## config.mk

```make
export PLATFORM = sky130hd
export DESIGN_NAME = cpp_dp
export DESIGN_NICKNAME = d
export VERILOG_FILES = /design/src/sv/cpp_pkg.sv /design/src/sv/cpp_ram.sv /design/src/sv/cpp_dp.sv
export SDC_FILE = /design/constraint.sdc
export NUM_CORES = 2
export LEC_CHECK = 0
export ABC_AREA = 1
export BUFFER_PORTS_ARGS = -buffer_cell sky130_fd_sc_hd__buf_2
export CORE_ASPECT_RATIO = 1.1
export CORE_UTILIZATION = 45
export DETAILED_ROUTE_END_ITERATION = 6
export SYNTH_ARGS = -nofsm -noshare
export SYNTH_HDL_FRONTEND = slang
export SYNTH_SLANG_ARGS = --single-unit
```

## constraint.sdc

```tcl
create_clock -name clk -period 28.5 [get_ports clk]
set_input_delay 1.425 -clock clk [delete_from_list [all_inputs] [get_ports clk]]
set_output_delay 1.425 -clock clk [all_outputs]
set_load 0.01 [all_outputs]
```

## src/sv/cpp_pkg.sv

```systemverilog
package cpp_pkg;

  localparam int MAX_CHARGES = 16;
  localparam int DIMENSIONS  = 3;

  localparam int IDX_W      = $clog2(MAX_CHARGES);
  localparam int NUM_W      = IDX_W + 1;
  localparam int DIM_W      = 2;
  localparam int COORD_W    = 32;
  localparam int CHARGE_W   = 16;
  localparam int POT_W      = 48;
  localparam int DIFF_W     = COORD_W + 1;
  localparam int D2_W       = 2 * DIFF_W;
  localparam int ROOT_W     = D2_W / 2;
  localparam int SQREM_W    = ROOT_W + 3;
  localparam int QUO_W      = 48;
  localparam int DREM_W     = ROOT_W + 1;
  localparam int ACC_W      = QUO_W + NUM_W;
  localparam int ROOT_STEPS = ROOT_W;
  localparam int DIV_STEPS  = QUO_W;
  localparam int CNT_W      = 6;
  localparam int ENTRY_W    = 3 * COORD_W + CHARGE_W;

  localparam logic FUNC_LOAD = 1'b0;
  localparam logic FUNC_EVAL = 1'b1;

  typedef struct packed {
    logic                       func;
    logic [3:0]                 slot;
    logic signed [COORD_W-1:0]  coord_x;
    logic signed [COORD_W-1:0]  coord_y;
    logic signed [COORD_W-1:0]  coord_z;
    logic signed [CHARGE_W-1:0] charge;
    logic                       last_point;
  } cpp_in_t;

  typedef struct packed {
    logic signed [POT_W-1:0] potential;
    logic                    at_nucleus;
    logic                    saturated;
    logic                    last_out;
  } cpp_out_t;

  typedef struct packed {
    logic             load;
    logic             start;
    logic             clr_d2;
    logic             sq;
    logic             add_d2;
    logic [DIM_W-1:0] dim;
    logic             root_init;
    logic             root_step;
    logic             div_step;
    logic             accum;
    logic             nuc_set;
    logic             emit;
    logic [IDX_W-1:0] idx;
  } cpp_cmd_t;

  typedef struct packed {
    logic [NUM_W-1:0] n;
    logic             d2_zero;
    logic             out_free;
  } cpp_status_t;

endpackage

```

## src/sv/cpp_ram.sv

```systemverilog
module cpp_ram #(
  parameter int WIDTH = 8,
  parameter int DEPTH = 16
) (
  input  logic                     clk,
  input  logic                     we,
  input  logic [$clog2(DEPTH)-1:0] waddr,
  input  logic [WIDTH-1:0]         wdata,
  input  logic [$clog2(DEPTH)-1:0] raddr,
  output logic [WIDTH-1:0]         rdata
);

  logic [WIDTH-1:0] mem [DEPTH];

  always_ff @(posedge clk) begin
    if (we) begin
      mem[waddr] <= wdata;
    end
    rdata <= mem[raddr];
  end

endmodule

```

## src/sv/cpp_dp.sv

```systemverilog
module cpp_dp (
  input  logic                 clk,
  input  logic                 rst,
  input  logic                 cfg_we,
  input  logic [4:0]           cfg_data,
  input  cpp_pkg::cpp_in_t     in_data,
  input  logic                 out_ready,
  output logic                 out_valid,
  output cpp_pkg::cpp_out_t    out_data,
  input  cpp_pkg::cpp_cmd_t    cmd,
  output cpp_pkg::cpp_status_t status
);

  localparam int CW = cpp_pkg::COORD_W;

  logic [4:0]                       atoms_in_use;
  logic signed [CW-1:0]             px, py, pz;
  logic                             last;
  logic [cpp_pkg::ENTRY_W-1:0]      rdata;
  logic signed [CW-1:0]             cx, cy, cz;
  logic signed [cpp_pkg::CHARGE_W-1:0] cval;
  logic                             ram_we;

  logic signed [CW-1:0]             sel_p, sel_c;
  logic signed [cpp_pkg::DIFF_W-1:0] diff;
  logic [cpp_pkg::DIFF_W-1:0]       mag;
  logic [cpp_pkg::D2_W-1:0]         prod, d2;

  logic [cpp_pkg::D2_W-1:0]         sq_src;
  logic [cpp_pkg::SQREM_W-1:0]      sq_rem, sq_sh, sq_trial;
  logic [cpp_pkg::ROOT_W-1:0]       root;

  logic [cpp_pkg::QUO_W-1:0]        num, quo;
  logic [cpp_pkg::DREM_W-1:0]       drem, d_sh;
  logic                             csign;

  logic signed [cpp_pkg::ACC_W-1:0] acc, term;
  logic                             nuc;
  logic                             pos_ovf, neg_ovf;
  logic [cpp_pkg::CHARGE_W-1:0]     cmag;

  assign ram_we = cmd.load && ({1'b0, in_data.slot} < 5'(cpp_pkg::MAX_CHARGES));

  cpp_ram #(
    .WIDTH(cpp_pkg::ENTRY_W),
    .DEPTH(cpp_pkg::MAX_CHARGES)
  ) u_ram (
    .clk  (clk),
    .we   (ram_we),
    .waddr(in_data.slot[cpp_pkg::IDX_W-1:0]),
    .wdata({in_data.coord_x, in_data.coord_y, in_data.coord_z, in_data.charge}),
    .raddr(cmd.idx),
    .rdata(rdata)
  );

  assign {cx, cy, cz, cval} = rdata;

  always_comb begin
    case (cmd.dim)
      2'd0:    begin sel_p = px; sel_c = cx; end
      2'd1:    begin sel_p = py; sel_c = cy; end
      default: begin sel_p = pz; sel_c = cz; end
    endcase
    diff = {sel_p[CW-1], sel_p} - {sel_c[CW-1], sel_c};
    mag  = diff[cpp_pkg::DIFF_W-1] ? cpp_pkg::DIFF_W'(-diff) : diff;
  end

  // one root bit per step: bring down two radicand bits, try root*4+1
  assign sq_sh    = {sq_rem[cpp_pkg::SQREM_W-3:0], sq_src[cpp_pkg::D2_W-1 -: 2]};
  assign sq_trial = {1'b0, root, 2'b01};
  // one quotient bit per step against the root
  assign d_sh     = {drem[cpp_pkg::DREM_W-2:0], num[cpp_pkg::QUO_W-1]};

  assign cmag = cval[cpp_pkg::CHARGE_W-1] ? cpp_pkg::CHARGE_W'(-cval) : cval;
  assign term = csign ? -cpp_pkg::ACC_W'(quo) : cpp_pkg::ACC_W'(quo);

  assign pos_ovf = !acc[cpp_pkg::ACC_W-1] && (acc[cpp_pkg::ACC_W-2:cpp_pkg::POT_W-1] != '0);
  assign neg_ovf = acc[cpp_pkg::ACC_W-1] && (acc[cpp_pkg::ACC_W-2:cpp_pkg::POT_W-1] != '1);

  always_ff @(posedge clk) begin
    if (rst) begin
      atoms_in_use <= '0;
    end else if (cfg_we) begin
      atoms_in_use <= cfg_data;
    end
  end

  always_ff @(posedge clk) begin
    if (cmd.start) begin
      px   <= in_data.coord_x;
      py   <= in_data.coord_y;
      pz   <= in_data.coord_z;
      last <= in_data.last_point;
      acc  <= '0;
      nuc  <= 1'b0;
    end
    if (cmd.sq) begin
      prod <= mag * mag;
    end
    if (cmd.clr_d2) begin
      d2 <= '0;
    end else if (cmd.add_d2) begin
      d2 <= d2 + prod;
    end
    if (cmd.root_init) begin
      sq_src <= d2;
      sq_rem <= '0;
      root   <= '0;
      num    <= {cmag, 32'd0};
      csign  <= cval[cpp_pkg::CHARGE_W-1];
      drem   <= '0;
      quo    <= '0;
    end
    if (cmd.root_step) begin
      sq_src <= sq_src << 2;
      if (sq_sh >= sq_trial) begin
        sq_rem <= sq_sh - sq_trial;
        root   <= {root[cpp_pkg::ROOT_W-2:0], 1'b1};
      end else begin
        sq_rem <= sq_sh;
        root   <= {root[cpp_pkg::ROOT_W-2:0], 1'b0};
      end
    end
    if (cmd.div_step) begin
      num <= num << 1;
      if (d_sh >= {1'b0, root}) begin
        drem <= d_sh - {1'b0, root};
        quo  <= {quo[cpp_pkg::QUO_W-2:0], 1'b1};
      end else begin
        drem <= d_sh;
        quo  <= {quo[cpp_pkg::QUO_W-2:0], 1'b0};
      end
    end
    if (cmd.accum) begin
      acc <= acc + term;
    end
    if (cmd.nuc_set) begin
      nuc <= 1'b1;
    end
    if (cmd.emit) begin
      out_data.potential  <= pos_ovf ? {1'b0, {(cpp_pkg::POT_W-1){1'b1}}} :
                             neg_ovf ? {1'b1, {(cpp_pkg::POT_W-1){1'b0}}} :
                             acc[cpp_pkg::POT_W-1:0];
      out_data.at_nucleus <= nuc;
      out_data.saturated  <= pos_ovf || neg_ovf;
      out_data.last_out   <= last;
    end
  end

  always_ff @(posedge clk) begin
    if (rst) begin
      out_valid <= 1'b0;
    end else if (cmd.emit) begin
      out_valid <= 1'b1;
    end else if (out_ready) begin
      out_valid <= 1'b0;
    end
  end

  assign status.n        = (atoms_in_use > 5'(cpp_pkg::MAX_CHARGES)) ?
                           cpp_pkg::NUM_W'(cpp_pkg::MAX_CHARGES) :
                           atoms_in_use[cpp_pkg::NUM_W-1:0];
  assign status.d2_zero  = (d2 == '0);
  assign status.out_free = !out_valid || out_ready;

endmodule

```

==> flow_summary.json <==
{
  "place_hpwl_um": 261000,
  "clock-sinks": 2474,
  "synthMuxAreaShare_pct": 3.14,
  "grtUsageMet3_pct": 3.55,
  "path_max_fanout": 37,
  "path_class": "in2reg",
  "grt_pass1_vias": 97700,
  "ioPinCount": 203,
  "rsz0062_at_grt": "no",
  "critical_path.most_common_cell": "nand2_1",
  "finClkSkew_ns": 0.0983,
  "hold_end": "out_data[0]$_DFFE_PP_",
  "crit_path_end_kind": "register",
  "synth_flop_cell": "edfxtp_1",
  "required_ns": 29.08,
  "hold_viol": 0,
  "placed_cells": 17400,
  "relSlewSlack_pct": 21.8,
  "crit_family": "adder cells",
  "max_freq_ghz": 0.0709,
  "synth_top_family_by_area": "adder cells",
  "post_cts_resized": 0,
  "finalSetupTns_ns": 0,
  "postLayoutCoreUtil_pct": 49.9,
  "grt_busiest_layer": "met2",
  "cts_max_path_buffers": 4,
  "postCtsSetupBuffers": 0,
  "grt_max_degree": 174,
  "post-route-period-util_pct": 49.5,
  "vias": 96200,
  "r2r-end": "prod[65]$_DFFE_PP_",
  "ant_nets": 0,
  "synth_area_mm2": 0.143,
  "worst_pin_slew_ns": 1.17,
  "dp_slack_ns": 13.78,
  "slew_violations": 0,
  "antenna_found_initial": 59,
  "setup_viol": 0,
  "synth_fa_ha_area_share_pct": 16.4,
  "grt_usage_pct": 24.8,
  "maxCapViolCount": 0,
  "ctsHoldBuffers": 0,
  "synth_compound_area_share_pct": 10.5,
  "cts_tree": "done",
  "die_x_um": 539,
  "fp.dieH_um": 593,
  "synth-edff-count": 2287,
  "nets": 15000,
  "status": "completed",
  "r2r_slack_ns": 16.01,
  "synthSimpleGateAreaFrac_pct": 10.0,
  "finalWirelength_um": 397000,
  "clk_latency_ns": 0.91,
  "seq_area_frac_synth_pct": 50.8,
  "h-tree-depth": 5,
  "yosysWarningCount": 0,
  "min_from": "last$_DFFE_PP_",
  "cp.arrival_ns": 14.69,
  "cts_made_buffers": 274,
  "drc": 0,
  "ys_ff_latch": 2474,
  "layout-drive-gt1-share_pct": 6.83,
  "r2r-start": "py[0]$_DFFE_PP_",
  "grt_util_met1_pct": 30.1,
  "grt_pass1_wl_um": 597000,
  "viasPerCell": 5.37,
  "worstSetupStartpointType": "input pin",
  "drt_pass1_iterations": 6,
  "met2_usage_pct": 43.4,
  "gp_congestion": 0.934,
  "cp_slowest_cell": "inv_1",
  "synth.distinct_cells": 72,
  "portBuffers": 201,
  "rows": 216,
  "syn_avg_cell_area_um2": 10.6,
  "async_flop_share_pct": 0,
  "root_buffer": "clkbuf_16",
  "clk_pin_slew_ns": 0.05,
  "cp_num_buf_inv": 14,
  "initial_core_util_pct": 45.3,
  "cpPeakStageDelay_ns": 0.64,
  "grt-ovfl-total": 0,
  "post-route-min-period_ns": 14.11,
  "core_mm2": 0.315,
  "synthCells": 13400,
  "synthXorXnorAreaFrac_pct": 1.43,
  "wl_per_cell_um": 22.2,
  "reg2reg_depth": 48,
  "hold_path_class": "reg2reg",
  "holdPathStages": 0,
  "setup_ws_ns": 14.39,
  "drtIter0Drc": 7013,
  "layout.cells.non_filler": 17900,
  "dieArea_mm2": 0.319,
  "syn_to_final_growth_pct": 10.2
}
[cells by family (layout without fill, tap and decap cells)]
kind of cell,Yosys count,in the layout
and+or+nand+nor,3425,3425
DFF,2474,2474
AOI/OAI and AO/OA,2606,2606
adders and majority gates,1351,1351
muxes,448,448
other,2,49
xor gates and xnor gates,226,226
buffers and inverters,2877,3186
[placed cells by master (no fill, tap or decap), drive strengths merged, types with 187 or more instances in the layout]
master,instances
buf,336
nand2,1749
o21ai,923
edfxtp,2287
o211ai,469
fa,864
nand3,455
a21oi,914
ha,487
mux2i,448
nor2,1024
clkbuf,356
inv,2361
dfxtp,187
[routing by layer]
layer | vias up | part of all wire [%]
met5 | - | 0.068
met1 | 47200 | 40
met2 | 2830 | 49
met4 | 44 | 5.3
li1 | 45400 | -
met3 | 845 | 5.6
[Yosys cell counts (65+ instances only)]
cell type / instances / area [µm²]
xnor2_1: 76 / 666
o211ai_1: 469 / 3520
fa_1: 864 / 17300
ha_1: 487 / 6090
nand2_1: 1721 / 6460
mux2i_1: 448 / 4480
nor2_1: 975 / 3660
inv_1: 2312 / 8680
nand3_1: 446 / 2230
nor3_1: 70 / 350
dfxtp_1: 187 / 3740
o21bai_1: 65 / 488
a21oi_1: 913 / 4570
clkbuf_1: 361 / 1360
o21ai_0: 912 / 4560
xor2_1: 144 / 1260
edfxtp_1: 2287 / 68700
buf_2: 88 / 440
[worst register-to-register path, delay by kind of cell, from the launching register on]
family,cells,cell delay (ns)
AOI/OAI and AO/OA,7,1.76
and+or+nand+nor,20,2.90
buffers and inverters,10,1.87
DFF,1,0.59
adders and majority gates,11,5.07
[state kept, by name, summed over array words and instances (netlist names), 5 cells and up]
register      count
sq_rem           34
u_ram.mem      1792
u_ram.rdata     112
d2               66
sq_src           66
py               32
atoms_in_use      5
pz               32
acc              53
prod             65
drem             33
out_data         51
px               32
quo              48
root             33
num              16
[final cells by class]
cell class / instances / area, µm²
sequential: 2474 / 72400
antenna: 24 / 60.1
clock inverter: 146 / 1600
clock buffer: 356 / 7510
inverter: 2348 / 8840
multi-input combinational: 8081 / 59400
timing repair buffer: 336 / 2170
tap: 4142 / 5180
fill: 28500 / 158000
[how the worst max path moves through the flow]
stage,cells after the start,startpoint,end
final,52,cmd[11],prod[65]$_DFFE_PP_
after global routing,54,cmd[11],prod[65]$_DFFE_PP_
after CTS,52,cmd[11],prod[65]$_DFFE_PP_
after detailed placement,52,cmd[11],prod[65]$_DFFE_PP_
after global placement,52,cmd[11],prod[65]$_DFFE_PP_
after floorplan,49,cmd[11],prod[48]$_DFFE_PP_
[stage by stage]
| step | hold slack, ns | cell area, µm² |
|---|---|---|
| after floorplan | 0.400 | 143000 |
| after global placement | 0.408 | 148000 |
| after detailed placement | 0.416 | 148000 |
| after CTS | 0.429 | 157000 |
| after global routing | 0.443 | 157000 |
| final | 0.433 | 157000 |
Power is not shown: default switching activity piles up to over one toggle a cycle in this logic, so the estimate is an artifact.
