<file path="src/sv/cpp_pkg.sv">
package cpp_pkg;

  localparam int MAX_CHARGES = 16;
  localparam int DIMENSIONS  = 3;

  localparam int IDX_W      = $clog2(MAX_CHARGES);
  localparam int NUM_W      = IDX_W + 1;
  localparam int DIM_W      = 2;
  localparam int COORD_W    = 32;
  localparam int CHARGE_W   = 16;
  localparam int POT_W      = 48;
  localparam int DIFF_W     = COORD_W + 1;
  localparam int D2_W       = 2 * DIFF_W;
  localparam int ROOT_W     = D2_W / 2;
  localparam int SQREM_W    = ROOT_W + 3;
  localparam int QUO_W      = 48;
  localparam int DREM_W     = ROOT_W + 1;
  localparam int ACC_W      = QUO_W + NUM_W;
  localparam int ROOT_STEPS = ROOT_W;
  localparam int DIV_STEPS  = QUO_W;
  localparam int CNT_W      = 6;
  localparam int ENTRY_W    = 3 * COORD_W + CHARGE_W;

  localparam logic FUNC_LOAD = 1'b0;
  localparam logic FUNC_EVAL = 1'b1;

  typedef struct packed {
    logic                       func;
    logic [3:0]                 slot;
    logic signed [COORD_W-1:0]  coord_x;
    logic signed [COORD_W-1:0]  coord_y;
    logic signed [COORD_W-1:0]  coord_z;
    logic signed [CHARGE_W-1:0] charge;
    logic                       last_point;
  } cpp_in_t;

  typedef struct packed {
    logic signed [POT_W-1:0] potential;
    logic                    at_nucleus;
    logic                    saturated;
    logic                    last_out;
  } cpp_out_t;

  typedef struct packed {
    logic             load;
    logic             start;
    logic             clr_d2;
    logic             sq;
    logic             add_d2;
    logic [DIM_W-1:0] dim;
    logic             root_init;
    logic             root_step;
    logic             div_step;
    logic             accum;
    logic             nuc_set;
    logic             emit;
    logic [IDX_W-1:0] idx;
  } cpp_cmd_t;

  typedef struct packed {
    logic [NUM_W-1:0] n;
    logic             d2_zero;
    logic             out_free;
  } cpp_status_t;

endpackage

</file>
<file path="src/sv/cpp_ctrl.sv">
module cpp_ctrl (
  input  logic                clk,
  input  logic                rst,
  input  logic                in_valid,
  input  logic                func,
  output logic                in_ready,
  input  cpp_pkg::cpp_status_t status,
  output cpp_pkg::cpp_cmd_t   cmd
);

  typedef enum logic [7:0] {
    S_IDLE = 8'b0000_0001,
    S_READ = 8'b0000_0010,
    S_SQ   = 8'b0000_0100,
    S_CHK  = 8'b0000_1000,
    S_ROOT = 8'b0001_0000,
    S_DIV  = 8'b0010_0000,
    S_NEXT = 8'b0100_0000,
    S_EMIT = 8'b1000_0000
  } state_t;

  state_t                     state, state_next;
  logic [cpp_pkg::CNT_W-1:0]  cnt, cnt_next;
  logic [cpp_pkg::IDX_W-1:0]  idx, idx_next;
  logic                       skip, skip_next;
  logic [cpp_pkg::NUM_W-1:0]  idx_inc;

  assign idx_inc = {1'b0, idx} + cpp_pkg::NUM_W'(1);

  always_comb begin
    state_next = state;
    cnt_next   = cnt;
    idx_next   = idx;
    skip_next  = skip;
    in_ready   = 1'b0;
    cmd        = '0;
    cmd.idx    = idx;
    cmd.dim    = cnt[cpp_pkg::DIM_W-1:0];
    unique case (state)
      S_IDLE: begin
        in_ready = 1'b1;
        if (in_valid) begin
          if (func == cpp_pkg::FUNC_LOAD) begin
            cmd.load = 1'b1;
          end else begin
            cmd.start  = 1'b1;
            idx_next   = '0;
            state_next = (status.n == '0) ? S_EMIT : S_READ;
          end
        end
      end
      S_READ: begin
        cmd.clr_d2 = 1'b1;
        cnt_next   = '0;
        state_next = S_SQ;
      end
      S_SQ: begin
        cmd.sq     = (cnt < cpp_pkg::CNT_W'(cpp_pkg::DIMENSIONS));
        cmd.add_d2 = (cnt != '0);
        cnt_next   = cnt + cpp_pkg::CNT_W'(1);
        if (cnt == cpp_pkg::CNT_W'(cpp_pkg::DIMENSIONS)) begin
          state_next = S_CHK;
        end
      end
      S_CHK: begin
        cnt_next = '0;
        if (status.d2_zero) begin
          skip_next  = 1'b1;
          state_next = S_NEXT;
        end else begin
          skip_next     = 1'b0;
          cmd.root_init = 1'b1;
          state_next    = S_ROOT;
        end
      end
      S_ROOT: begin
        cmd.root_step = 1'b1;
        cnt_next      = cnt + cpp_pkg::CNT_W'(1);
        if (cnt == cpp_pkg::CNT_W'(cpp_pkg::ROOT_STEPS - 1)) begin
          cnt_next   = '0;
          state_next = S_DIV;
        end
      end
      S_DIV: begin
        cmd.div_step = 1'b1;
        cnt_next     = cnt + cpp_pkg::CNT_W'(1);
        if (cnt == cpp_pkg::CNT_W'(cpp_pkg::DIV_STEPS - 1)) begin
          state_next = S_NEXT;
        end
      end
      S_NEXT: begin
        cmd.accum   = !skip;
        cmd.nuc_set = skip;
        idx_next    = idx_inc[cpp_pkg::IDX_W-1:0];
        state_next  = (idx_inc == status.n) ? S_EMIT : S_READ;
      end
      S_EMIT: begin
        if (status.out_free) begin
          cmd.emit   = 1'b1;
          state_next = S_IDLE;
        end
      end
      default: state_next = S_IDLE;
    endcase
  end

  always_ff @(posedge clk) begin
    if (rst) begin
      state <= S_IDLE;
      cnt   <= '0;
      idx   <= '0;
      skip  <= 1'b0;
    end else begin
      state <= state_next;
      cnt   <= cnt_next;
      idx   <= idx_next;
      skip  <= skip_next;
    end
  end

endmodule

</file>
<file path="config.mk">
export PLATFORM = sky130hd
export DESIGN_NAME = cpp_ctrl
export DESIGN_NICKNAME = d
export VERILOG_FILES = /design/src/sv/cpp_pkg.sv /design/src/sv/cpp_ctrl.sv
export SDC_FILE = /design/constraint.sdc
export NUM_CORES = 1
export LEC_CHECK = 0
export ABC_AREA = 0
export BUFFER_PORTS_ARGS = -buffer_cell sky130_fd_sc_hd__buf_2
export CAP_MARGIN = 5
export CORE_UTILIZATION = 55
export CTS_BUF_LIST = sky130_fd_sc_hd__clkbuf_2 sky130_fd_sc_hd__clkbuf_4 sky130_fd_sc_hd__clkbuf_8
export DETAILED_ROUTE_END_ITERATION = 10
export PLACE_DENSITY = 0.77
export SLEW_MARGIN = 20
export SYNTH_ARGS = -nofsm -noshare
export SYNTH_HDL_FRONTEND = slang
export SYNTH_SLANG_ARGS = --single-unit
</file>
<file path="constraint.sdc">
create_clock -name clk -period 2.9 [get_ports clk]
set_clock_uncertainty 0.2 [all_clocks]
set_input_delay 0.58 -clock clk [delete_from_list [all_inputs] [get_ports clk]]
set_output_delay 0.58 -clock clk [all_outputs]
set_load 0.03 [all_outputs]
</file>
==> flow_summary.json, run 1 <==
{
  "synth_edf_count": 0,
  "die_h_um": 52.68,
  "vias": 1382,
  "row_count": 18,
  "rr_worst_depth": 6,
  "clockBufferDepth": 2,
  "grt_pass1_vias": 1165,
  "grt_pass1_wl_um": 5106,
  "slew_violations": 0,
  "initial_core_util": 0.5754,
  "syn_nets": 188,
  "synth_cells": 174,
  "ys_ff_latch": 19,
  "critPathArrivalTime_ns": 1.97,
  "ir_worst_vdd_mv": 0.2943,
  "critPathLaunchType": "flop",
  "io_buffers": 28,
  "netlist_area_mm2": 0.001413,
  "hold_ws_ns": 0.3200,
  "drtIter0Drc": 85,
  "yosysTopAreaCell": "dfxtp_1",
  "stdcell_count": 229,
  "fin_crit_ns": 2.746,
  "cp-startpoint": "state[4]$_SDFFE_PP0P_",
  "num-fill-cells": 216,
  "ys_warn_count": 0,
  "finalCritPeriodShare": 0.9469,
  "ys_types": 51,
  "diodes": 0,
  "critPathCaptureType": "output pin",
  "antenna_found_initial": 0,
  "drive_above_1_share": 0.2312,
  "cts_hold_buf": 0,
  "cts_buffers": 3,
  "grt_setup_unrepaired": "false",
  "setup_viol": 0,
  "clkSinkCount": 19,
  "cts_htree_levels": 1,
  "max-slew-margin-rel": 0.5903,
  "wire_per_inst_um": 14.12,
  "r2r_setup_slack_ns": 0.56,
  "viasPerCell": 6.035,
  "dp_cells": 225,
  "final_cell_mix": "28 x buf_2, 27 x nor2_1, 18 x dfxtp_1",
  "io_pins": 29,
  "die_area_mm2": 0.002775,
  "root_buffer": "clkbuf_4",
  "finalSetupTns_ns": 0,
  "core_mm2": 0.002455,
  "ant_nets": 0,
  "max_cap_viol_count": 0,
  "place_hpwl_um": 2546,
  "p_leak_nw": 0.6370,
  "clk_latency_ns": 0.30,
  "hold_violations": 0,
  "p_per_area_mw_per_mm2": 425.4,
  "synth_top_cell_area_share": 0.2693,
  "drtPass1Iterations": 4,
  "avgSynthCellArea_um2": 8.118,
  "track_usage": 0.2461,
  "hold_path_class": "flop to flop",
  "wirelength_um": 3233,
  "die_x_um": 52.68,
  "nets": 214,
  "seq_area_frac_synth": 0.2693,
  "fmax_mhz": 364.2,
  "worst_pin_slew_ns": 0.5990,
  "multiInputGateArea_um2": 940.9,
  "reg2reg_from": "idx[0]$_SDFFE_PP0P_",
  "tritoncts": "built",
  "hold_path.startpoint": "skip$_SDFFE_PP0N_",
  "final_common_cell": "buf_2",
  "min_path_cells": 2,
  "register_area_um2": 381.6,
  "area_growth_pct": 11.34,
  "path_clk_slew_ns": 0.11,
  "postSynth.topFlopCell": "dfxtp_1",
  "globalRouteOverflowTotal": 0,
  "holdPathEnd": "skip$_SDFFE_PP0N_",
  "worstSetupPathType": "flop to output pin",
  "worst_r2r_endpoint": "state[7]$_SDFFE_PP0P_",
  "synth.area.top_cells": "dfxtp_1 27%, nor2_1 7.2%, xnor2_1 5.0%",
  "async_reset_ff_frac": 0,
  "run_status": "completed",
  "crit_fanout": 8,
  "gp_congestion": 0.9191,
  "cp_data_required_time_ns": 2.12,
  "grt_start_max_net_pins": 14,
  "drc": 0
}
[how the worst max path moves through the flow]
stage | end | cells past startpoint
floorplan | cmd[13] | 4
global placement | cmd[16] | 5
detailed placement | cmd[16] | 5
CTS | cmd[16] | 5
global route | cmd[16] | 5
finish | cmd[16] | 5
[area by class of cell]
cell class                 count  share of cell area
multi-input combinational    138              0.5982
tap                           30             0.02387
sequential                    19              0.2426
clock inverter                 1            0.003182
inverter                       8             0.01909
timing repair buffer          30             0.09865
clock buffer                   3             0.01432
[metrics by stage]
stage / total power, mW / instance area [µm²] / util / worst slack (ns)
finish: 0.6690 / 1573 / 0.6407 / 0.1540
global placement: 0.5311 / 1544 / 0.6290 / 0.5105
detailed placement: 0.5374 / 1544 / 0.6290 / 0.4536
CTS: 0.6673 / 1572 / 0.6402 / 0.1128
floorplan: 0.4813 / 1413 / - / 0.09050
global route: 0.7095 / 1573 / 0.6407 / 0.001013
[power by group]
part	leakage (nW)	switching (mW)	total, mW	internal, mW
clock	0.0177	0.0836	0.135	0.0513
combinational	0.465	0.146	0.237	0.0908
sequential	0.154	0.0248	0.297	0.272
total	0.637	0.255	0.669	0.414
[logic make-up after synthesis]
family,after synthesis,share of synthesized area
adders and majority gates,3,0.02658
and+or+nand+nor,87,0.3534
buffers and inverters,17,0.06466
DFF,19,0.2693
AOI/OAI and AO/OA,36,0.2117
xor gates and xnor gates,12,0.07440
[sequential cells by signal, summed over array words and instances (netlist names)]
register / cells
cnt: 6
idx: 4
skip: 1
state: 8
[metal layers]
metal  wire [µm]  global-route usage
met5           0                   0
met4           0             0.02632
met3         176             0.03768
met2        1600              0.4494
met1        1456              0.3089
[timing repair]
action | in CTS | in global routing
setup buffers | 0 | 0
endpoints found under the setup margin | 0 | 1
gates resized for setup | 0 | 1
[cells in the mapped netlist (3+ instances only)]
cell type  instances
o21ai_0            4
nand2_1           11
xor2_1             4
a31oi_1            4
xnor2_1            8
nor4_1             3
buf_4              5
inv_1              8
dfxtp_1           19
nor2_1            27
ha_1               3
nor3_1             4
a21oi_1            9
nor3b_1            3
nand3_1            9
nand4_1            4
nor2b_1            6
[worst max-delay path, cell delays in order (launching register included)]
cell,delay [ns]
dfxtp_1,0.43
or4_4,0.55
nor3_2,0.16
nand2_1,0.13
nor3b_1,0.18
buf_2,0.22
Note: power is estimated with default switching activity, not from simulation.
==> run 2, diff against run 1 <==
- REMOVE_ABC_BUFFERS: unset -> 1
==> run 2 against run 1 <==
  * Non-clock buffer count unchanged
  * Hold slack worse by 0.042 ns
  * Register-to-register slack better by 0.05 ns
  * Via count up 0.43%
  * First-iteration DRC count down 14%
  * Global-route usage up 0.14 points
==> flow_summary.json, run 2 (synthesized netlist as in run 1, its figures left out) <==
{
  "stdcell_count": 229,
  "reg2reg_from": "idx[0]$_SDFFE_PP0P_",
  "cts_htree_levels": 1,
  "row_count": 18,
  "drive_above_1_share": 0.2261,
  "final_common_cell": "buf_2",
  "setup_viol": 0,
  "run_status": "completed",
  "crit_fanout": 9,
  "fin_crit_ns": 2.775,
  "critPathArrivalTime_ns": 2.00,
  "hold_path_class": "flop to flop",
  "gp_congestion": 0.8796,
  "max-slew-margin-rel": 0.6098,
  "largestRegisters": "state x8, cnt x6, idx x4",
  "ant_nets": 0,
  "root_buffer": "clkbuf_4",
  "path_clk_slew_ns": 0.11,
  "cts_setup_buffers": 0,
  "antenna_found_initial": 0,
  "vias": 1388,
  "critPathCaptureType": "output pin",
  "wire_per_inst_um": 14.39,
  "hold_violations": 0,
  "io_buffers": 28,
  "critPathCapture": "cmd[16]",
  "tritoncts": "built",
  "critPathLaunchType": "flop",
  "cp-startpoint": "state[3]$_SDFFE_PP0P_",
  "wirelength_um": 3296,
  "clk_latency_ns": 0.30,
  "finalCritPeriodShare": 0.9569,
  "drtPass1Iterations": 5,
  "globalRouteOverflowTotal": 0,
  "core_mm2": 0.002455,
  "rr_worst_depth": 6,
  "nets": 214,
  "diodes": 0,
  "place_hpwl_um": 2556,
  "grt_pass1_wl_um": 5071,
  "grt_pass1_vias": 1180,
  "track_usage": 0.2474,
  "viasPerCell": 6.061,
  "p_leak_nw": 0.6365,
  "clockBufferDepth": 2,
  "max_cap_viol_count": 0,
  "clkSinkCount": 19,
  "finalSetupTns_ns": 0,
  "cp_data_required_time_ns": 2.12,
  "worst_r2r_endpoint": "state[7]$_SDFFE_PP0P_",
  "worst_pin_slew_ns": 0.5705,
  "drc": 0,
  "final_util": 0.6402,
  "final_cell_mix": "28 x buf_2, 27 x nor2_1, 19 x dfxtp_1",
  "initial_core_util": 0.5754,
  "grt_setup_unrepaired": "false",
  "die_area_mm2": 0.002775,
  "hold_path.startpoint": "skip$_SDFFE_PP0N_",
  "slew_violations": 0,
  "cts_hold_buf": 0,
  "die_x_um": 52.68,
  "p_per_area_mw_per_mm2": 425.2,
  "r2r_setup_slack_ns": 0.61,
  "io_pins": 29,
  "die_h_um": 52.68,
  "largest_reg_flops": 8,
  "dp_cells": 225,
  "area_growth_pct": 11.25,
  "ir_worst_vdd_mv": 0.3083,
  "ctsResizeCount": 0,
  "fmax_mhz": 360.3,
  "top_register": "state",
  "grt_start_max_net_pins": 14,
  "worstSetupPathType": "flop to output pin",
  "cts_buffers": 3,
  "drtIter0Drc": 73
}
-- run 2: cell counts in the layout (fill, tap and decap cells not counted) --
Identical to the previous run, type by type.
-- run 2: worst min path at each step --
stage	endpoint	slack (ns)	cells past startpoint
after floorplan	skip$_SDFFE_PP0N_	0.23	2
after global placement	skip$_SDFFE_PP0N_	0.26	2
after detailed placement	skip$_SDFFE_PP0N_	0.27	2
after CTS	skip$_SDFFE_PP0N_	0.29	2
after global routing	skip$_SDFFE_PP0N_	0.30	2
final	skip$_SDFFE_PP0N_	0.28	2
-- run 2: where the power goes --
| part | switching, mW | internal, mW | total (mW) |
|---|---|---|---|
| clock network | 0.0819 | 0.0514 | 0.133 |
| registers | 0.0227 | 0.272 | 0.295 |
| logic | 0.149 | 0.0909 | 0.240 |
-- run 2: layout make-up --
class	instances	area (µm²)
clock buffers	3	22.52
clock inverters	1	5.005
fillers	217	883.3
inverters	8	30.03
multi-input cells	138	940.9
flip-flops and latches	19	380.4
well taps	30	37.54
repair buffers	30	155.1
-- run 2: routing by layer --
metal | track usage | vias up | wire length, µm
met5 | 0 | - | 0
met4 | 0.1140 | 0 | 81
met3 | 0.04058 | 11 | 184
met2 | 0.4156 | 59 | 1578
met1 | 0.3038 | 634 | 1451
li1 | - | 684 | -
-- run 2: worst max-delay path, stage by stage, from the launching register on --
cell,delay (ns)
dfxtp_1,0.43
or4_4,0.58
nor3_2,0.16
nand2_1,0.13
nor3b_1,0.18
buf_2,0.22
-- run 2: per-stage QoR --
stage / area [µm²] / hold slack (ns) / power (mW) / setup WS [ns]
global placement: 1544 / 0.2598 / 0.5290 / 0.5108
floorplan: 1351 / 0.2346 / 0.4708 / 0.1244
detailed placement: 1544 / 0.2695 / 0.5346 / 0.4950
global route: 1572 / 0.3023 / 0.7048 / 0.01784
CTS: 1572 / 0.2851 / 0.6702 / 0.1410
finish: 1572 / 0.2784 / 0.6683 / 0.1249
